## config.mk

```make
export PLATFORM = sky130hd
export DESIGN_NAME = qidt_front_flat
export DESIGN_NICKNAME = d
export VERILOG_FILES = /design/src/rtl/qidt_pkg.sv /design/src/rtl/qidt_ifs.sv /design/src/rtl/qidt_front.sv /design/src/flat_wrapper.sv
export SDC_FILE = /design/constraint.sdc
export NUM_CORES = 1
export LEC_CHECK = 0
export ABC_AREA = 1
export BUFFER_PORTS_ARGS = -buffer_cell sky130_fd_sc_hd__buf_2
export CAP_MARGIN = 10
export CORE_AREA = 2 2 89 91
export DETAILED_ROUTE_END_ITERATION = 8
export DIE_AREA = 0 0 91 93
export PLACE_DENSITY = 0.57
export SYNTH_ARGS = -nofsm -noshare
export SYNTH_HDL_FRONTEND = slang
export SYNTH_SLANG_ARGS = --single-unit
```

## constraint.sdc

```tcl
create_clock -name vclk -period 0.96
set_clock_uncertainty 0.2 [all_clocks]
set_input_delay 0.048 -clock vclk [all_inputs]
set_output_delay 0.048 -clock vclk [all_outputs]
set_load 0.005 [all_outputs]
```

## src/rtl/qidt_pkg.sv

```systemverilog
// Shared types and constants for the query ID translation table.
// No dependencies; every other file but qidt_ram imports this package.
package qidt_pkg;

  // Field widths
  localparam int ID_W       = 16;
  localparam int ADDR_W     = 48;
  localparam int TIME_W     = 32;
  localparam int NEWID_W    = 9;
  localparam int STATUS_W   = 2;
  localparam int EXP_W      = 16;

  // Configuration port
  localparam int CFG_DATA_W = 32;
  localparam int CFG_ADDR_W = 3;
  localparam logic REG_EXPIRY = 1'b0;  // top paddr bit value selecting expiry_seconds
  localparam logic [EXP_W-1:0] EXPIRY_RESET = 16'd1000;

  // Result status codes
  localparam logic [STATUS_W-1:0] ST_ALLOCATED = 2'd0;
  localparam logic [STATUS_W-1:0] ST_FULL      = 2'd1;
  localparam logic [STATUS_W-1:0] ST_RELEASED  = 2'd2;
  localparam logic [STATUS_W-1:0] ST_BAD_ID    = 2'd3;

  // Input modes
  localparam logic MODE_ALLOC   = 1'b0;
  localparam logic MODE_RELEASE = 1'b1;

  // Command queue between front and back
  localparam int QUEUE_DEPTH = 2;
  localparam int QPTR_W      = $clog2(QUEUE_DEPTH);

  // Classified command
  typedef enum logic [1:0] {
    K_ALLOC   = 2'd0,
    K_RELEASE = 2'd1,
    K_BADID   = 2'd2
  } kind_t;

  typedef struct packed {
    kind_t               kind;
    logic [ID_W-1:0]     client_id;
    logic [ADDR_W-1:0]   peer_addr;
    logic [TIME_W-1:0]   now_seconds;
    logic [ID_W-1:0]     slot_idx;     // relay ID minus one, release only
  } qentry_t;

  // One table slot as stored in the slot RAM
  typedef struct packed {
    logic [ID_W-1:0]     orig_id;
    logic [ADDR_W-1:0]   peer_addr;
    logic [TIME_W-1:0]   deadline;
    logic                done;
  } slot_t;

endpackage

```

## src/rtl/qidt_ifs.sv

```systemverilog
// Valid/ready channel interfaces for requests and responses.
// Depends on qidt_pkg for field widths.
interface qidt_req_if import qidt_pkg::*; ();
  logic                valid;
  logic                ready;
  logic                mode;
  logic [ID_W-1:0]     client_id;
  logic [ADDR_W-1:0]   peer_addr;
  logic [TIME_W-1:0]   now_seconds;
  logic [ID_W-1:0]     relay_id;

  modport source (output valid, mode, client_id, peer_addr, now_seconds, relay_id,
                  input ready);
  modport sink   (input valid, mode, client_id, peer_addr, now_seconds, relay_id,
                  output ready);
endinterface


```

## src/rtl/qidt_front.sv

```systemverilog
// Request front end: takes transfers from the input channel, classifies them
// and pushes commands into the queue. Depends on qidt_pkg and qidt_req_if.
module qidt_front import qidt_pkg::*; #(
  parameter int SLOTS = 256
) (
  qidt_req_if.sink in_ch,
  input  logic     clearing,
  input  logic     q_full,
  output logic     push,
  output qentry_t  push_data
);

  logic id_bad;

  // no transfers during the post-reset clearing pass or with a full queue
  assign in_ch.ready = !q_full && !clearing;
  assign push        = in_ch.valid && in_ch.ready;

  // relay ID zero or past the last slot is out of range
  assign id_bad = (in_ch.relay_id == '0) ||
                  ({1'b0, in_ch.relay_id} > (ID_W+1)'(SLOTS));

  always_comb begin
    push_data.client_id   = in_ch.client_id;
    push_data.peer_addr   = in_ch.peer_addr;
    push_data.now_seconds = in_ch.now_seconds;
    push_data.slot_idx    = in_ch.relay_id - ID_W'(1);
    if (in_ch.mode == MODE_ALLOC) begin
      push_data.kind = K_ALLOC;
    end else if (id_bad) begin
      push_data.kind = K_BADID;
    end else begin
      push_data.kind = K_RELEASE;
    end
  end

endmodule

```

## src/flat_wrapper.sv

```systemverilog
// flat-port wrapper written by rule: the top's interface ports become plain ports
module qidt_front_flat import qidt_pkg::*;
#(
  parameter int SLOTS = 256
)
  (clearing, q_full, push, push_data, in_ch_valid, in_ch_mode, in_ch_client_id, in_ch_peer_addr, in_ch_now_seconds, in_ch_relay_id, in_ch_ready);
  qidt_req_if in_ch_i ();
  input  logic clearing;
  input  logic q_full;
  output logic push;
  output qentry_t push_data;
  input wire logic [$bits(in_ch_i.valid)-1:0] in_ch_valid;
  input wire logic [$bits(in_ch_i.mode)-1:0] in_ch_mode;
  input wire logic [$bits(in_ch_i.client_id)-1:0] in_ch_client_id;
  input wire logic [$bits(in_ch_i.peer_addr)-1:0] in_ch_peer_addr;
  input wire logic [$bits(in_ch_i.now_seconds)-1:0] in_ch_now_seconds;
  input wire logic [$bits(in_ch_i.relay_id)-1:0] in_ch_relay_id;
  output wire logic [$bits(in_ch_i.ready)-1:0] in_ch_ready;
  assign in_ch_i.valid = in_ch_valid;
  assign in_ch_i.mode = in_ch_mode;
  assign in_ch_i.client_id = in_ch_client_id;
  assign in_ch_i.peer_addr = in_ch_peer_addr;
  assign in_ch_i.now_seconds = in_ch_now_seconds;
  assign in_ch_i.relay_id = in_ch_relay_id;
  assign in_ch_ready = in_ch_i.ready;
  qidt_front #(.SLOTS(SLOTS)) u_core (.in_ch(in_ch_i), .clearing(clearing), .q_full(q_full), .push(push), .push_data(push_data));
endmodule
```

# Word-level counts from Yosys, hierarchy flattened
# Cells that the tools add are included.
[classes]
n_reduce_logical = 6
magnitude_cmp = 1
add_sub_neg = 1
mux = 2
[op_table]
columns = ["cell", "n"]
rows = [
  ["greater-than comparator 16 x 9 -> 1 bit (second input constant)", 1],
  ["logical NOT 16 bit", 1],
  ["subtractor 16 x 1 -> 16 bit (second input constant)", 1],
  ["2-to-1 mux 2 bit", 2],
  ["logical AND 1 bit", 2],
  ["logical NOT 1 bit", 2],
  ["logical OR 1 bit", 1],
]
[word_totals]
inputBits = 116
output_inout_bits = 116
regBits = 0

# Logic depth before layout (Yosys ltp)
[depth]
depth_word = 4
mapped_depth = 8
mapped_depth_nobuf = 8

# Least setup slack after synthesis
# No wires, ideal clock.
[synth_path]
path_type = "input to output"
startpoint = "input in_ch_relay_id[0]"
endpoint = "output push_data[112] (netlist bit)"
arrival_ns = 0.817
setup_slack_ns = -0.105
cell_stages = 6
cell_sequence = "inv_1 ha_1 nand2_4 o21ai_2 nand3_2 nor2_1"
[synth_rtl]
columns = ["element", "line_no", "text"]
rows = [
  ["from (decl)", "flat_wrapper.sv:17", "input wire logic [$bits(in_ch_i.relay_id)-1:0] in_ch_relay_id;"],
  ["to (decl)", "flat_wrapper.sv:11", "output qentry_t push_data;"],
]

==> metrics.txt <==
status=finished, violations left; failing checks=setup timing; post-route antenna net violation count=0; multi-input logic area=518.0 µm²; initial core utilization=15.53%; Slew headroom=87.22%; DP Cell Count=235; Final Instance Area=0.002063 mm²; initial antenna violation count=0; Worst path depth=8; Post-Syn Nets=293; Worst Setup Start Kind=input port; Initial DRC Count=13; Fin Setup TNS=-4131 ps; static leakage=0.9183 nW; crit path DAT=1060 ps; final hold vios=0; slack of the critical path=-350.7 ps; Worst path slowest cell=ha_4; Fmax=0.7630 GHz; fin crit share=136.5%; drt wl/cell=12.74 µm; DRT Wirelength=4320 µm; Chip Height=93 µm; DRC=0; pin count of the biggest net entering global routing=5; CP cell instances=buf_6 -> clkinvlp_4 -> ha_4 -> nand2_8 -> nor2_4 -> nand2_1 -> xor2_1 -> buf_2; Yosys top cell by area=buf_4; number of global-route vias before repair=1192; GRT overflow=0; worst hold-check slack=131.5 ps; pwr dens=357.0 mW/mm²; post-synth top area share=61.67%; Synth top cells by count=buf_4, nor2_1, nand2_1, inv_1, xor2_1; most common cell in the netlist=buf_4; Least-Margin Pin Slew=191.2 ps; critical path required time=710 ps; FILL cells=849; CP startpoint=in_ch_relay_id[0]; Avg Inst Size Synth=6.640 µm²; dpl ws=-365.1 ps; Largest delay share family, worst path=simple AND/OR/NAND/NOR gates; FP Rows=32; Area after DPL=894.6 µm²; nets=356; die width=91 µm; drt pass-1 iters=4; Clock buffer cells=0; Post-Syn Area=0.001169 mm²; synth top area cells=buf_4, nor2_1, xor2_1; Top-Level Pins=232; Min-Delay Path Class=input port to output pin; CP bufs+invs=3; CP Capture Type=output pin; Worst Setup EP=push_data[14]; post-layout util=27.41%; Antenna Cells=0; fin cells=339; die area=0.008463 mm²; vias=1206; max-cap viol count=0; Placer Congestion=0.7025; number of port buffers=40; global-route wire length before repair=5830 µm; CP max stage delay=170 ps; RSZ-0062 raised after global routing=yes; IR drop worst, VDD=0.1376 mV; sequential-to-total area share from yosys stat=0%; all-layer global routing usage=8.394%; seq_cells=0; CP Class=input port to output pin; core footprint=0.007527 mm²; layout cells sized above 1=41.35%; Tmin final=1311 ps; sequential cell area=0 µm²; Overall Power=0.7365 mW; Post-Syn Instances=176; setup violation total in the final timing report=16; Layout area overhead=76.55%; Critical Path Fanout Max=4; yosys warns=0; hpwl dp=2850 µm; number of library cell types mapped by synthesis=20; Slew Viols, Final=0; DR vias/cell=3.558
-- power breakdown --
group	leakage, nW	internal (mW)	switching, mW
logic	0.918	0.454	0.283
clock network	0	0	0
registers	0	0	0
-- layout make-up --
type	count	area share [%]
well taps	102	6.186
multi-input cells	65	25.11
repair buffers	157	65.55
inverters	15	3.153
-- worst min path at each step --
stage / slack [ps] / cells past startpoint / to / from
after floorplan: -80 / 1 / in_ch_ready / q_full
after global placement: -100 / 0 / push_data[103] / in_ch_client_id[7]
after detailed placement: -100 / 0 / push_data[103] / in_ch_client_id[7]
after CTS: 130 / 3 / in_ch_ready / q_full
after global routing: 150 / 3 / in_ch_ready / q_full
final: 130 / 3 / in_ch_ready / q_full
-- routing by layer --
layer | global-route usage [%] | wire (µm) | vias up
met2 | 18.77 | 2523 | 133
met1 | 8.431 | 1308 | 519
li1 | - | - | 554
met3 | 1.209 | 488 | 0
met5 | 0 | 0 | -
met4 | 0 | 0 | 0
-- placed cells by master (no fill, tap or decap) --
cell type and count:
nand3_2 1, o21ai_1 1, nor2_1 8, or2_2 1, nor2_2 5, buf_4 22, inv_1 11, inv_2 1
inv_4 2, nand2_2 6, nor3b_1 1, clkinvlp_4 1, buf_6 5, nor2_4 9, nand2_8 1, nand3b_4 1
nand3_1 2, xnor2_2 2, buf_2 34, xor2_1 6, xnor2_1 1, dlygate4sd3_1 96, nand4_1 1, nand2_1 12
or2_4 1, nand3_4 1, xor2_2 1, ha_4 1, o21ai_2 3
-- logic make-up after synthesis --
kind of cell             synth area share, %
AND/OR/NAND/NOR                        22.59
AO/OA/AOI/OAI                          2.356
buffers and inverters                  66.49
XOR/XNOR                               7.495
adder cells (fa/ha/maj)                1.070
-- what timing repair did --
item / in CTS / in global routing
endpoints found under the hold margin: 96 / 0
hold buffers: 96 / 0
pin swaps: 3 / 8
setup buffers: 2 / 6
setup endpoints to repair: 16 / 16
gates resized for setup: 17 / 23
No activity file was read; power rests on OpenSTA's default activity.
