===== config.mk =====
export PLATFORM = sky130hd
export DESIGN_NAME = qidt_queue
export DESIGN_NICKNAME = d
export VERILOG_FILES = /design/src/rtl/qidt_pkg.sv /design/src/rtl/qidt_queue.sv
export SDC_FILE = /design/constraint.sdc
export NUM_CORES = 1
export LEC_CHECK = 0
export BUFFER_PORTS_ARGS = -buffer_cell sky130_fd_sc_hd__buf_2
export CORE_MARGIN = 2
export CORE_UTILIZATION = 35
export CTS_CLUSTER_SIZE = 12
export DETAILED_ROUTE_END_ITERATION = 6
export GPL_TIMING_DRIVEN = 0
export PLACE_DENSITY = 0.68
export SETUP_SLACK_MARGIN = 0.2
export SYNTH_ARGS = -nofsm -noshare
export SYNTH_HDL_FRONTEND = slang
export SYNTH_SLANG_ARGS = --single-unit

===== constraint.sdc =====
create_clock -name clk -period 7 [get_ports clk]
set_clock_uncertainty 0.15 [all_clocks]
set_input_delay 1.75 -clock clk [delete_from_list [all_inputs] [get_ports clk]]
set_output_delay 1.75 -clock clk [all_outputs]
set_load 0.05 [all_outputs]

===== src/rtl/qidt_pkg.sv =====
// Shared types and constants for the query ID translation table.
// No dependencies; every other file but qidt_ram imports this package.
package qidt_pkg;

  // Field widths
  localparam int ID_W       = 16;
  localparam int ADDR_W     = 48;
  localparam int TIME_W     = 32;
  localparam int NEWID_W    = 9;
  localparam int STATUS_W   = 2;
  localparam int EXP_W      = 16;

  // Configuration port
  localparam int CFG_DATA_W = 32;
  localparam int CFG_ADDR_W = 3;
  localparam logic REG_EXPIRY = 1'b0;  // top paddr bit value selecting expiry_seconds
  localparam logic [EXP_W-1:0] EXPIRY_RESET = 16'd1000;

  // Result status codes
  localparam logic [STATUS_W-1:0] ST_ALLOCATED = 2'd0;
  localparam logic [STATUS_W-1:0] ST_FULL      = 2'd1;
  localparam logic [STATUS_W-1:0] ST_RELEASED  = 2'd2;
  localparam logic [STATUS_W-1:0] ST_BAD_ID    = 2'd3;

  // Input modes
  localparam logic MODE_ALLOC   = 1'b0;
  localparam logic MODE_RELEASE = 1'b1;

  // Command queue between front and back
  localparam int QUEUE_DEPTH = 2;
  localparam int QPTR_W      = $clog2(QUEUE_DEPTH);

  // Classified command
  typedef enum logic [1:0] {
    K_ALLOC   = 2'd0,
    K_RELEASE = 2'd1,
    K_BADID   = 2'd2
  } kind_t;

  typedef struct packed {
    kind_t               kind;
    logic [ID_W-1:0]     client_id;
    logic [ADDR_W-1:0]   peer_addr;
    logic [TIME_W-1:0]   now_seconds;
    logic [ID_W-1:0]     slot_idx;     // relay ID minus one, release only
  } qentry_t;

  // One table slot as stored in the slot RAM
  typedef struct packed {
    logic [ID_W-1:0]     orig_id;
    logic [ADDR_W-1:0]   peer_addr;
    logic [TIME_W-1:0]   deadline;
    logic                done;
  } slot_t;

endpackage


===== src/rtl/qidt_queue.sv =====
// Short command FIFO between the classifying front and the table engine.
// Depends on qidt_pkg for the entry type and depth.
module qidt_queue import qidt_pkg::*; (
  input  logic    clk,
  input  logic    rst_n,
  input  logic    push,
  input  qentry_t push_data,
  input  logic    pop,
  output qentry_t head,
  output logic    full,
  output logic    empty
);

  qentry_t           q_r [QUEUE_DEPTH];
  logic [QPTR_W-1:0] wr_ptr_r, wr_ptr_nxt;
  logic [QPTR_W-1:0] rd_ptr_r, rd_ptr_nxt;
  logic [QPTR_W:0]   cnt_r, cnt_nxt;

  assign full  = (cnt_r == (QPTR_W+1)'(QUEUE_DEPTH));
  assign empty = (cnt_r == '0);
  assign head  = q_r[rd_ptr_r];

  // pointer and occupancy update
  always_comb begin
    wr_ptr_nxt = push ? wr_ptr_r + QPTR_W'(1) : wr_ptr_r;
    rd_ptr_nxt = pop  ? rd_ptr_r + QPTR_W'(1) : rd_ptr_r;
    cnt_nxt    = cnt_r;
    if (push && !pop) begin
      cnt_nxt = cnt_r + (QPTR_W+1)'(1);
    end else if (pop && !push) begin
      cnt_nxt = cnt_r - (QPTR_W+1)'(1);
    end
  end

  always_ff @(posedge clk) begin
    if (!rst_n) begin
      wr_ptr_r <= '0;
      rd_ptr_r <= '0;
      cnt_r    <= '0;
    end else begin
      wr_ptr_r <= wr_ptr_nxt;
      rd_ptr_r <= rd_ptr_nxt;
      cnt_r    <= cnt_nxt;
    end
  end

  // entry storage
  always_ff @(posedge clk) begin
    if (push) begin
      q_r[wr_ptr_r] <= push_data;
    end
  end

`ifndef SYNTHESIS
  a_no_overflow: assert property (@(posedge clk) disable iff (!rst_n)
    push |-> (!full || pop))
    else $error("queue push while full");
  a_no_underflow: assert property (@(posedge clk) disable iff (!rst_n)
    pop |-> !empty)
    else $error("queue pop while empty");
  a_count_up: assert property (@(posedge clk) disable iff (!rst_n)
    (push && !pop) |=> cnt_r == $past(cnt_r) + 1'b1)
    else $error("queue count did not advance on push");
`endif

endmodule


# Word level (Yosys, flattened, before mapping)
# Memory sizes are Yosys's and may differ from the RTL's. A register that Yosys moved wholly into a read port is not among the register bits.
# Cells that the tools add are included.
# totals
inputBits	118
n_memories	1
wordCells	21
output_inout_bits	116
register_bits	4
ram_bits	228
# classes
muxes	6
n_eq_ne	1
reduce_logical	6
n_addsub	4
# mem_list
memory	depth	width	read_ports	rd_clocked_by_memory_dff	write_ports	line	text
q_r	2	114	1	1	1	qidt_queue.sv:14	qentry_t q_r [QUEUE_DEPTH];
# op_table
cell	n
two-way mux 1 bit	4
two-way mux 2 bit	2
adder 1 bit, second input constant	2
adder 2 x 1 -> 2 bit, second input constant	1
equality test 2 bit, second input constant	1
logical AND 1 bit	2
zero test 1 bit	2
zero test 2 bit	1
nonzero test 2 bit	1
subtractor 2 x 1 -> 2 bit, second input constant	1

# Depth between registers and ports, before layout
# Gate-level depths: netlist of the first run.
# depth
word_depth	4
depth_mapped	5
ltp_nobuf	5

# Worst setup path before layout of the first run
# Ideal clock, no wire load.
# synth_timing
path_kind	in2reg
from	input push
to	memory q_r[0][0] (netlist bit) (enable)
arrival_ps	6731
cell_stages	1
t_required_ps	6248
setup_slack_ps	-483
path_buffers	0
setup_ps	602
path_cell_list	nor2b_1
# synth_via
elab_chain_len	2
# synth_lines
item	line	text
start, declared	qidt_queue.sv:6	input logic push,
two-way mux 1 bit	qidt_queue.sv:49	if (push) begin
two-way mux 1 bit (not written as such)	qidt_queue.sv:50	q_r[wr_ptr_r] <= push_data;
end, declared	qidt_queue.sv:14	
# Every way passes these cells.

==> results.py, run 1 <==
metrics = {
    "timing": {
        "tns_ns": 0,
        "period_needed_ns": 3.78,
        "grt_setup_unrepaired": "false",
        "hold_viol": 0,
        "max_freq_ghz": 0.265,
        "slew_viol_final": 0,
        "worst_pin_slew_ns": 0.903,
        "post-route-period-util": 0.540,
        "setup_viol": 0,
        "layout_setup_ws_ns": 3.22,
        "slew-limit-headroom": 0.398,
    },
    "logic_synthesis": {
        "post-synth-top-area-cell": "edfxtp_1",
        "yosysSeqAreaShare": 0.799,
        "synthCells": 377,
        "syn_area_per_cell_um2": 23.1,
        "synth_fa_ha_area_frac": 0.00144,
        "synth.top_cells.by_area": "edfxtp_1 79%, mux2_4 10%, mux2_2 7.0%, dfxtp_1 1.2%, buf_6 0.91%",
        "syn_area_um2": 8690,
        "synthSimpleGateAreaFrac": 0.00619,
        "ys_seq_elements": 233,
        "synth_xor_area_frac": 0.00302,
        "yosys_warnings": 0,
        "muxShareOfSynthArea": 0.174,
        "synth_cell_types": 18,
        "synth_compound_area_frac": 0.00230,
        "synth_top_area_frac": 0.788,
        "synth_top_family_by_area": "multiplexers",
        "synth_nets": 496,
    },
    "clock_network": {
        "cts_root_buf": "clkbuf_16",
        "clkSinkCount": 233,
        "clk_pin_slew_ns": 0.05,
        "cts_made_buffers": 25,
        "clock_latency_ns": 0.51,
        "holdBufCountCts": 0,
        "post_cts_buffers": 0,
        "h-tree-depth": 1,
        "clk_path_buf_depth": 3,
        "cts_resized": 0,
        "tritoncts": "done",
    },
    "critical_path": {
        "startpoint_type": "flop",
        "endpoint_kind": "output port",
        "worstSetupPathType": "reg -> out",
        "cpPeakStageDelay_ns": 0.32,
        "required_ns": 5.10,
        "cp_common_cell": "buf_6",
        "cp_top_family": "buffers and inverters",
        "cp_max_fo": 10,
        "crit_path_cell_trace": "buf_6 -> buf_8 -> buf_6 -> mux2_4 -> buf_2",
        "cp_slowest_cell": "dfxtp_1",
        "crit_buf_inv": 4,
        "arrival_ns": 1.88,
    },
    "power_and_ir_drop": {
        "finalPower_uw": 3360,
        "ir_drop_v": 0.000245,
        "leakagePower_uw": 0.00427,
        "p_per_area_nw_per_um2": 303,
    },
    "global_routing": {
        "grt_pass1_vias": 4539,
        "grt_overflow_total": 0,
        "grt_max_degree": 61,
        "antenna_found_initial": 0,
        "grtUsageTotal": 0.120,
        "grt_pass1_wl_um": 24500,
    },
    "placed_design": {
        "place_area_um2": 10400,
        "pre_cts_slack_ns": 3.46,
        "gp_congestion": 0.705,
        "portBuffers": 233,
        "hpwl_um": 10800,
    },
    "floorplan": {
        "initial_utilization": 0.357,
        "die_width_um": 162,
        "chipHeight_um": 162,
        "num_rows": 57,
        "io_pins": 234,
        "core-area_um2": 24300,
        "die_area_um2": 26100,
    },
    "drt": {
        "drt-initial-drc-count": 229,
        "route.detailed.drc": 0,
        "ant_nets": 0,
        "totalWireLength_um": 16100,
        "num_vias": 4289,
        "avgRoutedWirePerCell_um": 16.5,
        "drtPass1Iterations": 4,
        "vias_per_cell": 4.39,
    },
    "layout": {
        "n_fill_cell": 2126,
        "fin_area_um2": 11100,
        "syn_to_final_growth_pct": 27.6,
        "antenna-diode-count": 0,
        "nNetsFinal": 761,
        "drive_above_1_share": 0.602,
        "postLayoutCoreUtil": 0.456,
    },
    "run_status": {
        "status": "finished, final reports clean",
    },
    "worst_hold_path": {
        "hp-class": "reg -> reg",
    },
    "job": {
        "max_cap_viol_count": 0,
    },
}
[logic make-up (layout without fill, tap and decap cells)]
| kind of cell | count (synthesis) | in the layout |
|---|---|---|
| flops | 233 | 233 |
| compound gates | 3 | 3 |
| simple gates | 9 | 9 |
| mux | 114 | 114 |
| xor+xnor | 3 | 3 |
| buf+inv | 14 | 290 |
| fa+ha+maj | 1 | 1 |
[synth_stat cells, drive strengths merged]
cell type and count:
a21boi 1, buf 13, nor2b 3, and2 4, inv 1, or3 1
o21a 1, dfxtp 5, nor2 1, xor2 2, ha 1, mux2 114
o21ai 1, xnor2 1, edfxtp 228
[sequential cells by signal, summed over array words and instances (netlist names), named ones only]
name      flops
cnt_r         2
q_r         228
rd_ptr_r      1
wr_ptr_r      1
[cell type report]
type | instances | area (µm²) | share of cell area
Clock inverter | 5 | 45.0 | 0.00406
Sequential cell | 233 | 6950 | 0.626
Tap cell | 324 | 405 | 0.0366
Multi-Input combinational cell | 130 | 1630 | 0.147
Inverter | 1 | 3.75 | 0.000339
Buffer | 13 | 119 | 0.0107
Clock buffer | 33 | 656 | 0.0591
Timing Repair Buffer | 238 | 1280 | 0.116
[through the flow]
stage,instances,hold WS [ns]
final,977,0.368
after global routing,977,0.424
after CTS,977,0.375
after detailed placement,939,0.367
after global placement,934,0.339
after floorplan,377,0.316
[layer usage]
| metal | GRT usage | routed length (µm) | up-vias |
|---|---|---|---|
| li1 | - | - | 2022 |
| met5 | 0 | 0 | - |
| met1 | 0.144 | 6400 | 2057 |
| met2 | 0.201 | 7730 | 173 |
| met4 | 0.0402 | 495 | 0 |
| met3 | 0.0442 | 1510 | 37 |
[worst reg2reg max path: cells and delay by family (launching register included)]
family | cells | cell delay, ns
buf+inv | 1 | 0.35
simple gates | 1 | 0.74
flops | 1 | 0.39
[final timing paths]
kind | cells past startpoint | endpoint | slack [ns] | startpoint
max | 5 | head[82] | 3.22 | flop
min | 2 | cnt_r[1] | 0.37 | cnt_r[1]
max reg2reg | 2 | q_r[1][63] | 4.97 | wr_ptr_r
min reg2reg | 2 | cnt_r[1] | 0.37 | cnt_r[1]
[layout by cell type (no fill, tap or decap), types with 2 or more instances in the layout]
cell | Yosys | layout
edfxtp_1 | 228 | 228
and2_1 | 4 | 3
mux2_4 | 60 | 60
buf_2 | 5 | 238
mux2_2 | 54 | 54
nor2b_1 | 3 | 2
clkbuf_16 | 0 | 25
clkbuf_1 | 0 | 8
buf_12 | 0 | 3
buf_16 | 0 | 2
dfxtp_1 | 5 | 5
clkinv_1 | 0 | 4
xor2_1 | 2 | 2
buf_6 | 7 | 7
[report_power, final]
group          switching [µW]  internal (µW)  leakage (µW)
registers                17.2           1610       0.00218
clock network             478            682      0.000338
logic                     383            183       0.00175
Power figures use the tool's default switching activity.
==> run 2: changes to the inputs <==
- ABC_AREA: not set -> 1
- PLACE_DENSITY: 0.68 -> 0.66
- clock period: 7 -> 3.9 ns (I/O delays scaled with it)
==> run 2 against run 1 <==
  * Via count is 4.0% higher
  * Flip-flop and latch count unchanged
  * First-iteration DRC count shrank 32%
  * Non-clock buffer count stayed put
  * Clock power increased by 80%
  * Utilization decreased by 0.082 points
  * Combinational power is 60% higher
  * Critical path depth unchanged
  * Synthesized area up 0.13%
  * Register-to-register slack worse by 3.3 ns
  * Wire length rose by 6.7%
  * Critical path type unchanged
  * Critical endpoint is now head[73]
  * Largest power group unchanged
==> results.py, run 2 <==
metrics = {
    "logic_synthesis": {
        "async_flop_share": 0,
        "synth.top_cells.by_area": "edfxtp_1 79%, mux2_4 10%, mux2_2 7.0%, dfxtp_1 1.2%, buf_6 0.91%",
        "synth_top_area_frac": 0.787,
        "ys_seq_elements": 233,
        "syn_area_um2": 8700,
        "post-synth-top-area-cell": "edfxtp_1",
        "synth_edf_count": 228,
        "synthCells": 390,
        "synth_cell_types": 15,
        "post-synth-top-count-cell": "edfxtp_1",
        "syn_area_per_cell_um2": 22.3,
        "synth_flop_cell": "edfxtp_1",
        "yosysSeqAreaShare": 0.798,
        "yosys_warnings": 0,
        "synth_common_cells": "228 x edfxtp_1, 60 x mux2_4, 54 x mux2_2",
        "synth_nets": 509,
    },
    "drt": {
        "totalWireLength_um": 17200,
        "ant_nets": 0,
        "num_vias": 4460,
        "drtPass1Iterations": 4,
        "route.detailed.drc": 0,
        "drt-initial-drc-count": 155,
        "avgRoutedWirePerCell_um": 17.3,
        "vias_per_cell": 4.49,
    },
    "timing": {
        "slew-limit-headroom": 0.355,
        "post-route-period-util": 0.773,
        "worst_pin_slew_ns": 0.965,
        "setup_viol": 0,
        "slew_viol_final": 0,
        "layout_setup_ws_ns": 0.886,
        "hold_viol": 0,
        "period_needed_ns": 3.01,
        "grt_setup_unrepaired": "false",
        "max_freq_ghz": 0.332,
    },
    "critical_path": {
        "arrival_ns": 1.89,
        "required_ns": 2.77,
        "startpoint_type": "flop",
        "crit_buf_inv": 4,
        "crit_path_cell_trace": "buf_6 -> buf_8 -> buf_6 -> mux2_4 -> buf_2",
        "cp_slowest_cell": "dfxtp_1",
        "worstSetupPathType": "reg -> out",
        "cp_common_cell": "buf_6",
        "cp_max_fo": 10,
        "cpPeakStageDelay_ns": 0.32,
        "endpoint_kind": "output port",
        "cp_top_family": "buffers and inverters",
    },
    "layout": {
        "largest_register": "q_r",
        "layout_common_cells": "238 x buf_2, 228 x edfxtp_1, 60 x mux2_4, 54 x mux2_2, 25 x clkbuf_16",
        "largest_reg_flops": 228,
        "fin_area_um2": 11100,
        "syn_to_final_growth_pct": 27.6,
        "nNetsFinal": 774,
        "reg_top3": "q_r x228, cnt_r x2",
        "mostFrequentLayoutCell": "buf_2",
        "postLayoutCoreUtil": 0.455,
        "drive_above_1_share": 0.594,
    },
    "floorplan": {
        "initial_utilization": 0.357,
        "die_area_um2": 26100,
        "core-area_um2": 24400,
        "io_pins": 234,
        "die_width_um": 162,
        "chipHeight_um": 162,
        "num_rows": 57,
    },
    "worst_hold_path": {
        "hp-class": "reg -> reg",
    },
    "global_routing": {
        "grtUsageTotal": 0.128,
        "grt_max_degree": 42,
        "antenna_found_initial": 1,
        "grt_overflow_total": 0,
        "grt_pass1_vias": 4984,
        "grt_pass1_wl_um": 26500,
    },
    "clock_network": {
        "cts_resized": 0,
        "post_cts_buffers": 0,
        "clkSinkCount": 233,
        "cts_made_buffers": 25,
        "holdBufCountCts": 0,
        "cts_root_buf": "clkbuf_16",
        "clk_pin_slew_ns": 0.06,
        "tritoncts": "done",
        "h-tree-depth": 1,
        "clock_latency_ns": 0.50,
        "clk_path_buf_depth": 3,
    },
    "placed_design": {
        "place_area_um2": 10400,
        "portBuffers": 233,
        "hpwl_um": 12100,
        "gp_congestion": 0.691,
        "pre_cts_slack_ns": 0.793,
    },
    "power_and_ir_drop": {
        "ir_drop_v": 0.000405,
        "leakagePower_uw": 0.00431,
        "p_per_area_nw_per_um2": 534,
    },
    "job": {
        "max_cap_viol_count": 0,
    },
    "run_status": {
        "status": "finished, final reports clean",
    },
}
[run 2: cell count changes in the layout (fill, tap and decap cells not counted), sizes merged, moves of 2 or more]
cell / before / now
clkinv: 4 / 9
nor2b: 3 / 0
clkbuf: 33 / 30
inv: 1 / 7
and2: 4 / 0
nand2: 0 / 8
xor2: 2 / 0
nor2: 1 / 9
[run 2: cells by family after synthesis]
family / share of synthesized area
compound gates: 0.00115
simple gates: 0.00863
mux: 0.173
buf+inv: 0.0171
flops: 0.798
fa+ha+maj: 0.00144
[run 2: per-stage QoR]
step	total power (µW)	hold WS [ns]	setup TNS [ns]	cells
final	5920	0.367	0	993
after global routing	6150	0.405	0	992
after CTS	6010	0.366	0	992
after detailed placement	3900	0.353	0	952
after global placement	3870	0.328	-87.88	947
after floorplan	3650	0.313	0	390
[run 2: layer usage]
metal	global-route usage	vias up	routed length (µm)	part of all wire
li1	-	2058	-	-
met1	0.143	2201	6470	0.38
met2	0.233	166	8840	0.51
met3	0.0406	35	1340	0.078
met4	0.0406	0	559	0.032
met5	0	-	0	0
[run 2: path summary, 6_finish.rpt]
kind,startpoint,end,slack (ns),depth (start not counted)
worst max-delay path,flop,head[73],0.89,5
worst min-delay path,rd_ptr_r,flop,0.37,2
worst max register to register,wr_ptr_r,q_r[1][13],1.62,4
worst min register to register,rd_ptr_r,flop,0.37,2
[run 2: cell type report]
cell class	count	area, µm²
antenna	1	2.50
buffer	13	119
clock buffer	30	644
clock inverter	10	68.8
fill	2183	13300
inverter	8	33.8
multi-input combinational	136	1610
sequential	233	6950
tap	324	405
timing repair buffer	238	1270
[run 2: worst min-delay path, cell delays in order (launching register included)]
cell and delay, ns:
dfxtp_1 0.34, nor2_1 0.06, nor2_1 0.08
[run 2: power by group]
| group | total [µW] | internal (µW) | leakage (µW) | switching (µW) |
|---|---|---|---|---|
| sequential | 2930 | 2900 | 0.00218 | 32.9 |
| clock | 2090 | 1220 | 0.000352 | 862 |
| combinational | 906 | 283 | 0.00178 | 623 |
